## src/hdl/urss_pkg.sv

```systemverilog
// package: widths, constants and register codes of the ultrasonic ranger with servo sweep
`default_nettype none

package urss_pkg;

  localparam int TICK_WIDTH   = 16;
  localparam int PERIOD_W     = 16;
  localparam int SERVO_W      = 12;
  localparam int DIST_W       = 24;
  localparam int APB_ADDR_W   = 4;
  localparam int APB_DATA_W   = 32;
  localparam int REG_IDX_W    = 2;

  localparam logic [REG_IDX_W-1:0] REG_TRIGGER_PERIOD = 2'd0;
  localparam logic [REG_IDX_W-1:0] REG_SERVO_STEP     = 2'd1;
  localparam logic [REG_IDX_W-1:0] REG_SERVO_LIMIT    = 2'd2;
  localparam logic [REG_IDX_W-1:0] REG_SERVO_RESTART  = 2'd3;

  localparam logic [PERIOD_W-1:0] TRIGGER_PERIOD_RST = 16'd6800;
  localparam logic [SERVO_W-1:0]  SERVO_STEP_RST     = 12'd105;
  localparam logic [SERVO_W-1:0]  SERVO_LIMIT_RST    = 12'd2400;
  localparam logic [SERVO_W-1:0]  SERVO_RESTART_RST  = 12'd510;
  localparam logic [SERVO_W-1:0]  SERVO_POS_RST      = 12'd405;

  // distance = (256*(t*(t+16700) + 86490) + 50000) / 100000
  localparam int RANGE_C1    = 16700;
  localparam int RANGE_C0    = 86490;
  localparam int RANGE_ROUND = 50000;
  localparam int RANGE_DIV   = 100000;
  localparam int FRAC_SHIFT  = 8;
  localparam logic [63:0] DIV_LIMIT = 64'(RANGE_DIV) << DIST_W;

  // low five bits drop out of the divide; the rest divides by 3125 via a reciprocal
  localparam int DROP_BITS   = 5;
  localparam int SCALED_W    = 36;
  localparam int RECIP_SHIFT = 46;
  localparam logic [SCALED_W-1:0] RECIP_M = 36'd22517998137;

  typedef struct packed {
    logic             done;
    logic [DIST_W-1:0] distance;
  } dist_status_t;

endpackage

`default_nettype wire

```

## src/hdl/urss_ifs.sv

```systemverilog
// interfaces: event channel and result channel
`default_nettype none

interface urss_evt_if;
  logic valid;
  logic ready;
  logic op;
  logic echo_level;
  modport source (output valid, output op, output echo_level, input ready);
  modport sink (input valid, input op, input echo_level, output ready);
endinterface

interface urss_res_if;
  logic                        valid;
  logic                        ready;
  logic                        trigger_out;
  logic [urss_pkg::DIST_W-1:0]  distance_fixed;
  logic                        distance_valid;
  logic [urss_pkg::SERVO_W-1:0] servo_width;
  modport source (output valid, output trigger_out, output distance_fixed,
                  output distance_valid, output servo_width, input ready);
  modport sink (input valid, input trigger_out, input distance_fixed,
                input distance_valid, input servo_width, output ready);
endinterface

`default_nettype wire

```

## src/hdl/ultrasonic_ranger_servo_sweep.sv

```systemverilog
// top level: trigger timing, echo timing, servo sweep, apb registers and result register
//
//  channel | role   | moves
//  evt     | sink   | op, echo_level
//  res     | source | trigger_out, distance_fixed, distance_valid, servo_width
//  apb     | slave  | four config registers at 0x0, 0x4, 0x8, 0xc
//
//  a tick or rising edge has its result registered at the accepting edge
//  a falling edge runs the distance unit: multiply, scale, range check, 4 partial products
//  a saturated distance skips the partial products
//  rst is synchronous and restores register and state reset values
//  evt.ready is low while the distance unit runs and while an unread result blocks the output
`default_nettype none

module ultrasonic_ranger_servo_sweep #(
  parameter int TICK_WIDTH = urss_pkg::TICK_WIDTH
) (
  input  wire logic                              clk,
  input  wire logic                              rst,
  urss_evt_if.sink                               evt,
  urss_res_if.source                             res,
  input  wire logic                              psel,
  input  wire logic                              penable,
  input  wire logic                              pwrite,
  input  wire logic [urss_pkg::APB_ADDR_W-1:0]   paddr,
  input  wire logic [urss_pkg::APB_DATA_W-1:0]   pwdata,
  output logic      [urss_pkg::APB_DATA_W-1:0]   prdata,
  output logic                                   pready
);

  localparam logic ST_IDLE = 1'b0;
  localparam logic ST_BUSY = 1'b1;

  logic [urss_pkg::PERIOD_W-1:0] trigger_period;
  logic [urss_pkg::SERVO_W-1:0]  servo_step;
  logic [urss_pkg::SERVO_W-1:0]  servo_limit;
  logic [urss_pkg::SERVO_W-1:0]  servo_restart;

  logic                          state;
  logic [urss_pkg::PERIOD_W-1:0] trigger_count;
  logic [urss_pkg::PERIOD_W-1:0] trigger_count_next;
  logic                          trigger_level;
  logic                          trigger_level_next;
  logic                          measuring;
  logic [TICK_WIDTH-1:0]         echo_ticks;
  logic [urss_pkg::DIST_W-1:0]   last_distance;
  logic [urss_pkg::SERVO_W-1:0]  servo_position;
  logic [urss_pkg::SERVO_W-1:0]  servo_position_next;
  logic [urss_pkg::SERVO_W:0]    servo_sum;

  logic                          out_valid;
  logic                          out_trigger;
  logic [urss_pkg::DIST_W-1:0]   out_distance;
  logic                          out_dist_valid;
  logic [urss_pkg::SERVO_W-1:0]  out_servo;

  logic                          accept;
  logic                          is_tick;
  logic                          is_fall;
  logic                          cfg_write;
  logic [urss_pkg::REG_IDX_W-1:0] reg_idx;
  urss_pkg::dist_status_t        dist_st;

  assign pready    = 1'b1;
  assign reg_idx   = paddr[urss_pkg::REG_IDX_W+1:2];
  assign cfg_write = psel && penable && pwrite && pready;

  always_comb begin
    case (reg_idx)
      urss_pkg::REG_TRIGGER_PERIOD: prdata = 32'(trigger_period);
      urss_pkg::REG_SERVO_STEP:     prdata = 32'(servo_step);
      urss_pkg::REG_SERVO_LIMIT:    prdata = 32'(servo_limit);
      urss_pkg::REG_SERVO_RESTART:  prdata = 32'(servo_restart);
      default:                      prdata = '0;
    endcase
  end

  always_ff @(posedge clk) begin
    if (rst) begin
      trigger_period <= urss_pkg::TRIGGER_PERIOD_RST;
      servo_step     <= urss_pkg::SERVO_STEP_RST;
      servo_limit    <= urss_pkg::SERVO_LIMIT_RST;
      servo_restart  <= urss_pkg::SERVO_RESTART_RST;
    end else if (cfg_write) begin
      case (reg_idx)
        urss_pkg::REG_TRIGGER_PERIOD: trigger_period <= pwdata[urss_pkg::PERIOD_W-1:0];
        urss_pkg::REG_SERVO_STEP:     servo_step     <= pwdata[urss_pkg::SERVO_W-1:0];
        urss_pkg::REG_SERVO_LIMIT:    servo_limit    <= pwdata[urss_pkg::SERVO_W-1:0];
        urss_pkg::REG_SERVO_RESTART:  servo_restart  <= pwdata[urss_pkg::SERVO_W-1:0];
        default: begin
        end
      endcase
    end
  end

  assign evt.ready = (state == ST_IDLE) && (!out_valid || res.ready);
  assign accept    = evt.valid && evt.ready;
  assign is_tick   = !evt.op;
  assign is_fall   = evt.op && !evt.echo_level;

  // idle trigger timing
  always_comb begin
    trigger_level_next = trigger_level;
    trigger_count_next = trigger_count;
    if (is_tick && !measuring) begin
      if (trigger_count == '0) begin
        trigger_level_next = 1'b0;
      end
      trigger_count_next = trigger_count + 1'b1;
      if (trigger_count_next == trigger_period) begin
        trigger_level_next = 1'b1;
        trigger_count_next = '0;
      end
    end
  end

  // servo sweep step
  always_comb begin
    servo_sum = {1'b0, servo_position} + {1'b0, servo_step};
    if (servo_sum > {1'b0, servo_limit}) begin
      servo_position_next = servo_restart;
    end else begin
      servo_position_next = servo_sum[urss_pkg::SERVO_W-1:0];
    end
  end

  always_ff @(posedge clk) begin
    if (rst) begin
      state          <= ST_IDLE;
      trigger_count  <= '0;
      trigger_level  <= 1'b0;
      measuring      <= 1'b0;
      echo_ticks     <= '0;
      last_distance  <= '0;
      servo_position <= urss_pkg::SERVO_POS_RST;
    end else begin
      if (accept) begin
        trigger_count <= trigger_count_next;
        trigger_level <= trigger_level_next;
        if (is_tick) begin
          if (measuring && (echo_ticks != '1)) begin
            echo_ticks <= echo_ticks + 1'b1;
          end
        end else if (evt.echo_level) begin
          echo_ticks <= '0;
          measuring  <= 1'b1;
        end else begin
          measuring      <= 1'b0;
          servo_position <= servo_position_next;
          state          <= ST_BUSY;
        end
      end
      if (dist_st.done) begin
        last_distance <= dist_st.distance;
        state         <= ST_IDLE;
      end
    end
  end

  always_ff @(posedge clk) begin
    if (rst) begin
      out_valid <= 1'b0;
    end else if (accept && !is_fall) begin
      out_valid <= 1'b1;
    end else if (dist_st.done) begin
      out_valid <= 1'b1;
    end else if (res.ready) begin
      out_valid <= 1'b0;
    end
  end

  always_ff @(posedge clk) begin
    if (accept && !is_fall) begin
      out_trigger    <= trigger_level_next;
      out_distance   <= last_distance;
      out_dist_valid <= 1'b0;
      out_servo      <= servo_position;
    end else if (dist_st.done) begin
      out_trigger    <= trigger_level;
      out_distance   <= dist_st.distance;
      out_dist_valid <= 1'b1;
      out_servo      <= servo_position;
    end
  end

  assign res.valid          = out_valid;
  assign res.trigger_out    = out_trigger;
  assign res.distance_fixed = out_distance;
  assign res.distance_valid = out_dist_valid;
  assign res.servo_width    = out_servo;

  urss_dist_unit #(
    .TICK_WIDTH(TICK_WIDTH)
  ) u_dist (
    .clk    (clk),
    .rst    (rst),
    .start  (accept && is_fall),
    .ticks  (echo_ticks),
    .status (dist_st)
  );

  a_fall_starts_busy: assert property (@(posedge clk) disable iff (rst)
    (accept && is_fall) |=> (state == ST_BUSY))
    else $error("falling edge did not start the distance unit");

  a_done_only_busy: assert property (@(posedge clk) disable iff (rst)
    dist_st.done |-> (state == ST_BUSY))
    else $error("distance result without a pending measurement");

  a_busy_output_empty: assert property (@(posedge clk) disable iff (rst)
    (state == ST_BUSY) |-> !out_valid)
    else $error("result register occupied while distance is computed");

  a_no_accept_busy: assert property (@(posedge clk) disable iff (rst)
    (state == ST_BUSY) |-> !accept)
    else $error("item taken while distance is computed");

endmodule

`default_nettype wire

```

## src/hdl/urss_dist_unit.sv

```systemverilog
// distance unit: one multiply, then a reciprocal multiply on one shared 18x18 multiplier
`default_nettype none

module urss_dist_unit #(
  parameter int TICK_WIDTH = urss_pkg::TICK_WIDTH
) (
  input  wire logic                  clk,
  input  wire logic                  rst,
  input  wire logic                  start,
  input  wire logic [TICK_WIDTH-1:0] ticks,
  output urss_pkg::dist_status_t     status
);

  localparam int AW  = ((TICK_WIDTH > 15) ? TICK_WIDTH : 15) + 1;
  localparam int PW  = TICK_WIDTH + AW;
  localparam int YW  = urss_pkg::SCALED_W;
  localparam int LW  = YW + urss_pkg::DROP_BITS;
  localparam int XW  = ((PW + 10) > LW) ? (PW + 10) : LW;
  localparam int HW  = YW / 2;
  localparam int MW  = 2 * HW;
  localparam int CW  = 2 * YW;
  localparam int QW  = urss_pkg::DIST_W;

  localparam logic [YW-1:0] RECIP = urss_pkg::RECIP_M;

  localparam logic [2:0] S_IDLE  = 3'd0;
  localparam logic [2:0] S_MUL   = 3'd1;
  localparam logic [2:0] S_SCALE = 3'd2;
  localparam logic [2:0] S_CHECK = 3'd3;
  localparam logic [2:0] S_RECIP = 3'd4;

  logic [2:0]            state;
  logic [TICK_WIDTH-1:0] t_reg;
  logic [PW-1:0]         prod;
  logic [XW-1:0]         xval;
  logic [YW-1:0]         yval;
  logic [CW-1:0]         acc;
  logic [CW-1:0]         acc_sum;
  logic [1:0]            step;
  logic [HW-1:0]         mul_a;
  logic [HW-1:0]         mul_b;
  logic [MW-1:0]         part;
  logic [5:0]            part_shift;
  logic [QW-1:0]         quo;
  logic                  done;

  // one partial product a cycle
  always_comb begin
    case (step)
      2'd0: begin
        mul_a      = yval[HW-1:0];
        mul_b      = RECIP[HW-1:0];
        part_shift = 6'd0;
      end
      2'd1: begin
        mul_a      = yval[HW-1:0];
        mul_b      = RECIP[YW-1:HW];
        part_shift = 6'(HW);
      end
      2'd2: begin
        mul_a      = yval[YW-1:HW];
        mul_b      = RECIP[HW-1:0];
        part_shift = 6'(HW);
      end
      default: begin
        mul_a      = yval[YW-1:HW];
        mul_b      = RECIP[YW-1:HW];
        part_shift = 6'(2 * HW);
      end
    endcase
  end

  assign part    = MW'(mul_a) * MW'(mul_b);
  assign acc_sum = acc + (CW'(part) << part_shift);

  always_ff @(posedge clk) begin
    if (rst) begin
      state <= S_IDLE;
      done  <= 1'b0;
    end else begin
      done <= 1'b0;
      case (state)
        S_IDLE: begin
          if (start) begin
            t_reg <= ticks;
            state <= S_MUL;
          end
        end
        S_MUL: begin
          prod  <= PW'(t_reg) * PW'(AW'(t_reg) + AW'(urss_pkg::RANGE_C1));
          state <= S_SCALE;
        end
        S_SCALE: begin
          xval  <= ((XW'(prod) + XW'(urss_pkg::RANGE_C0)) << urss_pkg::FRAC_SHIFT)
                   + XW'(urss_pkg::RANGE_ROUND);
          state <= S_CHECK;
        end
        S_CHECK: begin
          if (xval >= XW'(urss_pkg::DIV_LIMIT)) begin
            quo   <= '1;
            done  <= 1'b1;
            state <= S_IDLE;
          end else begin
            yval  <= xval[urss_pkg::DROP_BITS +: YW];
            acc   <= '0;
            step  <= '0;
            state <= S_RECIP;
          end
        end
        S_RECIP: begin
          acc  <= acc_sum;
          step <= step + 1'b1;
          if (step == 2'd3) begin
            quo   <= acc_sum[urss_pkg::RECIP_SHIFT +: QW];
            done  <= 1'b1;
            state <= S_IDLE;
          end
        end
        default: begin
          state <= S_IDLE;
        end
      endcase
    end
  end

  assign status.done     = done;
  assign status.distance = quo;

endmodule

`default_nettype wire

```

## src/flat_wrapper.sv

```systemverilog
// flat-port wrapper written by rule: the top's interface ports become plain ports
module ultrasonic_ranger_servo_sweep_flat 
#(
  parameter int TICK_WIDTH = urss_pkg::TICK_WIDTH
)
  (clk, rst, psel, penable, pwrite, paddr, pwdata, prdata, pready, evt_valid, evt_op, evt_echo_level, evt_ready, res_valid, res_trigger_out, res_distance_fixed, res_distance_valid, res_servo_width, res_ready);
  urss_evt_if evt_i ();
  urss_res_if res_i ();
  input  wire logic clk;
  input  wire logic rst;
  input  wire logic psel;
  input  wire logic penable;
  input  wire logic pwrite;
  input  wire logic [urss_pkg::APB_ADDR_W-1:0] paddr;
  input  wire logic [urss_pkg::APB_DATA_W-1:0] pwdata;
  output logic      [urss_pkg::APB_DATA_W-1:0] prdata;
  output logic pready;
  input wire logic [$bits(evt_i.valid)-1:0] evt_valid;
  input wire logic [$bits(evt_i.op)-1:0] evt_op;
  input wire logic [$bits(evt_i.echo_level)-1:0] evt_echo_level;
  output wire logic [$bits(evt_i.ready)-1:0] evt_ready;
  output wire logic [$bits(res_i.valid)-1:0] res_valid;
  output wire logic [$bits(res_i.trigger_out)-1:0] res_trigger_out;
  output wire logic [$bits(res_i.distance_fixed)-1:0] res_distance_fixed;
  output wire logic [$bits(res_i.distance_valid)-1:0] res_distance_valid;
  output wire logic [$bits(res_i.servo_width)-1:0] res_servo_width;
  input wire logic [$bits(res_i.ready)-1:0] res_ready;
  assign evt_i.valid = evt_valid;
  assign evt_i.op = evt_op;
  assign evt_i.echo_level = evt_echo_level;
  assign evt_ready = evt_i.ready;
  assign res_valid = res_i.valid;
  assign res_trigger_out = res_i.trigger_out;
  assign res_distance_fixed = res_i.distance_fixed;
  assign res_distance_valid = res_i.distance_valid;
  assign res_servo_width = res_i.servo_width;
  assign res_i.ready = res_ready;
  ultrasonic_ranger_servo_sweep #(.TICK_WIDTH(TICK_WIDTH)) u_core (.clk(clk), .rst(rst), .evt(evt_i), .res(res_i), .psel(psel), .penable(penable), .pwrite(pwrite), .paddr(paddr), .pwdata(pwdata), .prdata(prdata), .pready(pready));
endmodule
```

## config.mk

```make
export PLATFORM = sky130hd
export DESIGN_NAME = ultrasonic_ranger_servo_sweep_flat
export DESIGN_NICKNAME = d
export VERILOG_FILES = /design/src/hdl/urss_pkg.sv /design/src/hdl/urss_ifs.sv /design/src/hdl/ultrasonic_ranger_servo_sweep.sv /design/src/hdl/urss_dist_unit.sv /design/src/flat_wrapper.sv
export SDC_FILE = /design/constraint.sdc
export NUM_CORES = 2
export LEC_CHECK = 0
export ABC_AREA = 1
export BUFFER_PORTS_ARGS = -buffer_cell sky130_fd_sc_hd__buf_2
export CAP_MARGIN = 20
export CORE_MARGIN = 2
export CORE_UTILIZATION = 65
export CTS_BUF_LIST = sky130_fd_sc_hd__clkbuf_4 sky130_fd_sc_hd__clkbuf_8 sky130_fd_sc_hd__clkbuf_16
export DETAILED_ROUTE_END_ITERATION = 8
export PLACE_DENSITY_LB_ADDON = 0.08
export SLEW_MARGIN = 20
export SYNTH_ARGS = -nofsm -noshare
export SYNTH_HDL_FRONTEND = slang
export SYNTH_HIERARCHICAL = 1
export SYNTH_SLANG_ARGS = --single-unit
```

## constraint.sdc

```tcl
create_clock -name clk -period 26.7 [get_ports clk]
set_input_delay 2.67 -clock clk [delete_from_list [all_inputs] [get_ports clk]]
set_output_delay 2.67 -clock clk [all_outputs]
set_load 0.005 [all_outputs]
```

Word-level counts from Yosys, hierarchy flattened
Cells that the tools add are included.
W data, S select, Z words.
{ "totals": {"ff_bits": 392, "out_inout_bits": 73, "word_cells": 137, "inputBits": 45} }
{ "classes": {"reduce_logical": 42, "order_cmp": 2, "n_eq_ne": 17, "shifts": 1, "n_addsub": 8, "bitwise_logic": 4, "n_mul": 2, "mux": 36} }
{ "ops": {"columns": ["cell", "n"], "rows": [
  ["$pmux W72 S2", 1],
  ["$pmux W32 S4", 1],
  ["$mux W24", 4],
  ["$add A72 B72 Y72", 1],
  ["$mux W72", 1],
  ["$shl A36 B6 Y72", 1],
  ["$mux W16", 4],
  ["$pmux W24 S2", 1],
  ["$add A42 B16 Y43 const B", 1],
  ["$ge A43 B41 Y1 const B", 1],
  ["$mux W12", 3],
  ["$mul A18 B17 Y35", 1],
  ["$add A33 B17 Y34 const B", 1],
  ["$mul A16 B17 Y33", 1],
  ["$add A16 B1 Y16 const B", 2],
  ["$mux W18", 1],
  ["$reduce_and A2 Y1", 9],
  ["$add A16 B15 Y17 const B", 1],
  ["$eq A16 B16 Y1", 1],
  ["$logic_not A16 Y1", 1],
  ["$ne A16 B16 Y1 const B", 1],
  ["$pmux W3 S5", 1],
  ["$reduce_and A3 Y1", 5],
  ["$mux W14", 1],
  ["26 further kinds", 67]
]} }

Longest topological paths before layout
{ "logic_depth": {"depth_word": 8, "depth_mapped": 54, "mapped_depth_nobuf": 54} }

By module
Netlist, hierarchy kept.
{ "modules_own_cells": {"columns": ["module", "cells_per_inst", "area_each_um2", "n_inst", "seq_area_each_um2"], "rows": [
  ["urss_dist_unit", 4126, 32271.0, 1, 6446.2],
  ["ultrasonic_ranger_servo_sweep", 1090, 8199.1, 1, 3613.5]
]} }

Worst setup path before layout
OpenSTA, ideal clock, no wires.
{ "synth_timing": {"kind": "flip-flop to flip-flop", "startpoint": "register u_core.u_dist.step[0]", "endpoint": "register u_core.u_dist.quo[19] (data pin)", "arrival_ns": 8.159, "required_time_ns": 26.436, "path_buffers": 1, "setup_slack_ns": 18.277, "setup_time_ns": 0.264, "period_less_slack_ns": 8.423, "path_stages_with_launch": 44, "path_cell_list": "edfxtp_1 -> inv_1 -> ha_1 -> nor2_1 -> buf_2 -> o21ai_0 -> inv_1 -> nor2_1 -> inv_1 -> fa_1 -> inv_1 -> fa_1 -> fa_1 -> fa_1 -> fa_1 -> inv_1 -> fa_1 -> inv_1 -> [8 not listed] -> nand2_1 -> nand2_1 -> nand2_1 -> nand2_1 -> nand3_1 -> nand2_1 -> nor2_1 -> ha_1 -> a21o_1 -> a31oi_1 -> o21ai_0 -> a21oi_1 -> nand2_1 -> nand3_1 -> nand3_1 -> or2_2 -> nand3_1 -> nand2_1"} }
{ "synth_via": {"elab_chain_len": 8, "word_cells_on_any_way": 14, "classes_between": "1 x add/sub; 1 x mul; 2 x eq/ne; 1 x shift; 5 x mux; 4 x reduce/logical"} }
{ "synth_rtl": {"columns": ["item", "line", "text"], "rows": [
  ["start: declaration", "urss_dist_unit.sv:39", "logic [1:0] step;"],
  ["start signal: assignment", "urss_dist_unit.sv:112", "step <= step + 1'b1;"],
  ["$eq A2 B1 Y1, or another cell as far along", "urss_dist_unit.sv:49", "case (step)"],
  ["$reduce_or A2 Y1 (no source line)", null, null],
  ["$mux W18 or $mux W14 (tied branches)", "urss_dist_unit.sv:49", null],
  ["$mul A18 B17 Y35", "urss_dist_unit.sv:73", "assign part = MW'(mul_a) * MW'(mul_b);"],
  ["$shl A36 B6 Y72 (*)", "urss_dist_unit.sv:74", "assign acc_sum = acc + (CW'(part) << part_shift);"],
  ["$add A72 B72 Y72 (*)", "urss_dist_unit.sv:74", null],
  ["$mux W24 (*)", "urss_dist_unit.sv:113", "if (step == 2'd3) begin"],
  ["$pmux W24 S2 (*)", "urss_dist_unit.sv:82", "case (state)"],
  ["end signal: assignment", "urss_dist_unit.sv:114", "quo <= acc_sum[urss_pkg::RECIP_SHIFT +: QW];"],
  ["end: declaration", "urss_dist_unit.sv:44", "logic [QW-1:0] quo;"]
]} }
Every way passes the cells marked *; elsewhere a longest branch is shown, timed or not. The select of a mux whose other input is x is not followed.
A chain may end at the register's enable or synchronous reset.

Final worst setup path
Ends and elaborated chain as after synthesis.

==> qor.txt <==
Asr flop ratio synth - 0
Final WL - 109900 um
Synthesized area per cell - 7.759 um2
R2r setup slk - 15880 ps
Path depth of the worst reg2reg path - 44
CTS Buf Count - 42
Vias per inst - 5.581
Final Hold Viols - 0
Combinational share of power - 0.589
Post-CTS Repair Setup Buffers - 0
Pint - 1.611 mW
CP max stage delay - 600 ps
Post-CTS Hold Buffers - 0
Diode count - 0
Worst Path Required - 27010 ps
Tcrit/Tclk final - 0.4053
IO Port Bufs - 82
Share of layout cells above drive strength 1 - 0.05769
Switching Share - 0.4866
Synth Register Bits - 378
Rows - 91
Pwr Density - 72.53 mW/mm2
WHS - 418.3 ps
Root Buffer - clkbuf_16
Clk_lat worst skew - 600 ps
Fin worst setup slack - 15880 ps
Grt total ovfl - 0
Synthesized instance count - 5216
CTS clk-pin slew, worst paths - 60 ps
Post_cts resized - 0
TNS Setup - 0 ps
Wire per inst - 17.85 um
FF-to-FF Start - u_core/u_dist/step[0]
First-pass GRT wire length - 176900 um
Via Count - 34370
Biggest regs - u_core/u_dist/acc: 70 flops, u_core/u_dist/xval: 35 flops, u_core/u_dist/yval: 33 flops
Crit path depth - 44
Syn Std Cell Area - 0.04047 mm2
Final Skew - 61.57 ps
Critical Path Source - u_core/u_dist/step[0]
TritonCTS clock tree - yes
Peak VDD IR - 0.07230 mV
Synth warn - 6
Synth unique cells - 68
Max Buffers Root-to-Sink - 3
Leakage - 20.79 nW
Max H-tree Level - 2
Die W - 253.5 um
Crit Path Class - reg -> reg
Crit path max-delay cell type - clkinv_1
Max reg flops - 70
Slew Limit Fails - 0
Synth Flop Type - edfxtp_1
DP HPWL - 88400 um
GR Util All Layers - 0.3512
Worst Path Arrival - 11130 ps
Final setup viols - 0
Worst Setup Start Kind - flip-flop
Type of the most critical hold path - reg -> reg
Largest net degree at the start of global routing - 73
CP max FO - 29
Initial Util - 0.6570
Routed Antenna Nets - 0
GP Congestion - 1.002
Sink Count - 378
Seq pwr share - 0.216
Die ar. - 0.06427 mm2
CP bufs+invs - 11
Vias in the first global route - 34240
Initial DRC Count - 2754
CP most frequent cell - nand2_1
Tightest Pin Transition - 1073 ps
CP endpoint - u_core/u_dist/quo[19]
Fmax - 92.41 MHz
Height of the die - 253.5 um
Core area - 0.06160 mm2
Tot Pwr - 3.137 mW
Worst setup EP type - flip-flop
Top reg by flops - u_core/u_dist/acc
First-pass DRT Iterations - 6
RSZ-0062 raised after global routing - false
Number of synthesized flops with an enable pin - 249
Outcome - finished, final reports clean
Place WS - 16250 ps
Initial antenna violation count - 0
CP top delay family - simple AND/OR/NAND/NOR gates
Clk pwr share - 0.195
Max-Slew Margin vs Limit - 0.2847
Net Switching - 1.526 mW
Seq/Total Area, Yosys - 0.2486
Worst r2r dst - u_core/u_dist/quo[19]
Post-layout net count - 6068
Minimum clock period - 10820 ps
I/O pins - 118
Max Cap Viol - 0
Post-route DRC violation count - 0
Layout area overhead - 6.867%
-- cell usage in the layout (no fill, tap or decap), types with 15 or more instances in the layout --
master | Yosys | routed
a21oi_1 | 338 | 338
inv_1 | 1006 | 1004
xor2_1 | 62 | 62
nand3_1 | 224 | 224
buf_4 | 20 | 32
clkbuf_16 | 0 | 42
o21bai_1 | 16 | 16
fa_1 | 370 | 370
nand2_1 | 1013 | 1013
or2_2 | 15 | 15
o21ai_0 | 291 | 291
nand4_1 | 47 | 47
xnor2_1 | 35 | 35
dfxtp_1 | 129 | 129
nor2_2 | 22 | 26
ha_1 | 365 | 365
a21o_1 | 19 | 19
nor4_1 | 17 | 17
nor2_1 | 586 | 580
conb_1 | 4 | 50
nor3_1 | 43 | 43
o211ai_1 | 32 | 32
edfxtp_1 | 249 | 249
buf_2 | 5 | 82
o21a_1 | 23 | 23
-- power groups by stage --
| stage | Sequential (mW) | Combinational (mW) | Clock (mW) |
|---|---|---|---|
| 2_1_floorplan | 0.686 | 1.29 | 0 |
| 6_report | 0.679 | 1.85 | 0.611 |
| 3_5_place_dp | 0.691 | 1.80 | 0 |
| 3_3_place_gp | 0.690 | 1.78 | 0 |
| 5_1_grt | 0.681 | 2.06 | 0.641 |
| 4_1_cts | 0.679 | 1.81 | 0.620 |
-- cell type report --
class                   count  area, um2
clock buffers              56       1181
clock inverters            22      304.0
fillers                  5146      18350
inverters                1027       3855
multi-input cells        3725      26150
flip-flops and latches    378      10060
well taps                 837       1047
repair buffers            114      650.6
-- worst min path at each step --
stage | end | cells after the start | slack (ps) | from
final | u_core/u_dist/yval[17] | 0 | 420 | u_core/u_dist/xval[22]
after detailed placement | u_core/u_dist/yval[17] | 0 | 400 | u_core/u_dist/xval[22]
after global placement | u_core/u_dist/yval[17] | 0 | 400 | u_core/u_dist/xval[22]
after CTS | u_core/u_dist/yval[17] | 0 | 420 | u_core/u_dist/xval[22]
after global routing | u_core/u_dist/yval[12] | 0 | 420 | u_core/u_dist/xval[17]
after floorplan | u_core/u_dist/yval[10] | 0 | 400 | u_core/u_dist/xval[15]
-- logic make-up (layout without fill, tap and decap cells) --
group	Yosys count	after routing	share of synthesized area
DFF	378	378	0.2486
AOI/OAI and AO/OA	805	805	0.1104
buffers and inverters	1159	1219	0.1106
other	4	50	0.0003709
xor gates and xnor gates	98	98	0.02139
adders and majority gates	735	735	0.2959
and+or+nand+nor	2037	2037	0.2129
-- synthesized netlist by cell type, types with 62 or more instances --
library cell	instances	area share
nand2_1	1013	0.094
edfxtp_1	249	0.18
inv_1	1006	0.093
a21oi_1	338	0.042
nand3_1	224	0.028
xor2_1	62	0.013
dfxtp_1	129	0.064
clkbuf_1	85	0.0079
fa_1	370	0.18
ha_1	365	0.11
nor2_1	586	0.054
o21ai_0	291	0.036
-- per-stage QoR --
stage / utilization / std cells / cell area, um2
after floorplan: - / 5262 / 40640
after global placement: 0.6780 / 6081 / 41760
after detailed placement: 0.6780 / 6081 / 41760
after CTS: 0.7021 / 6159 / 43250
after global routing: 0.7021 / 6159 / 43250
final: 0.7021 / 6159 / 43250
-- routing by layer --
layer  vias up  wire length, um  track usage
met3       311             6794      0.04220
met4         0             6394       0.1836
met5         -                0            0
met1     16120            44330       0.4416
li1      16700                -            -
met2      1242            52400       0.5963
Note: power is estimated with default switching activity, not from simulation.
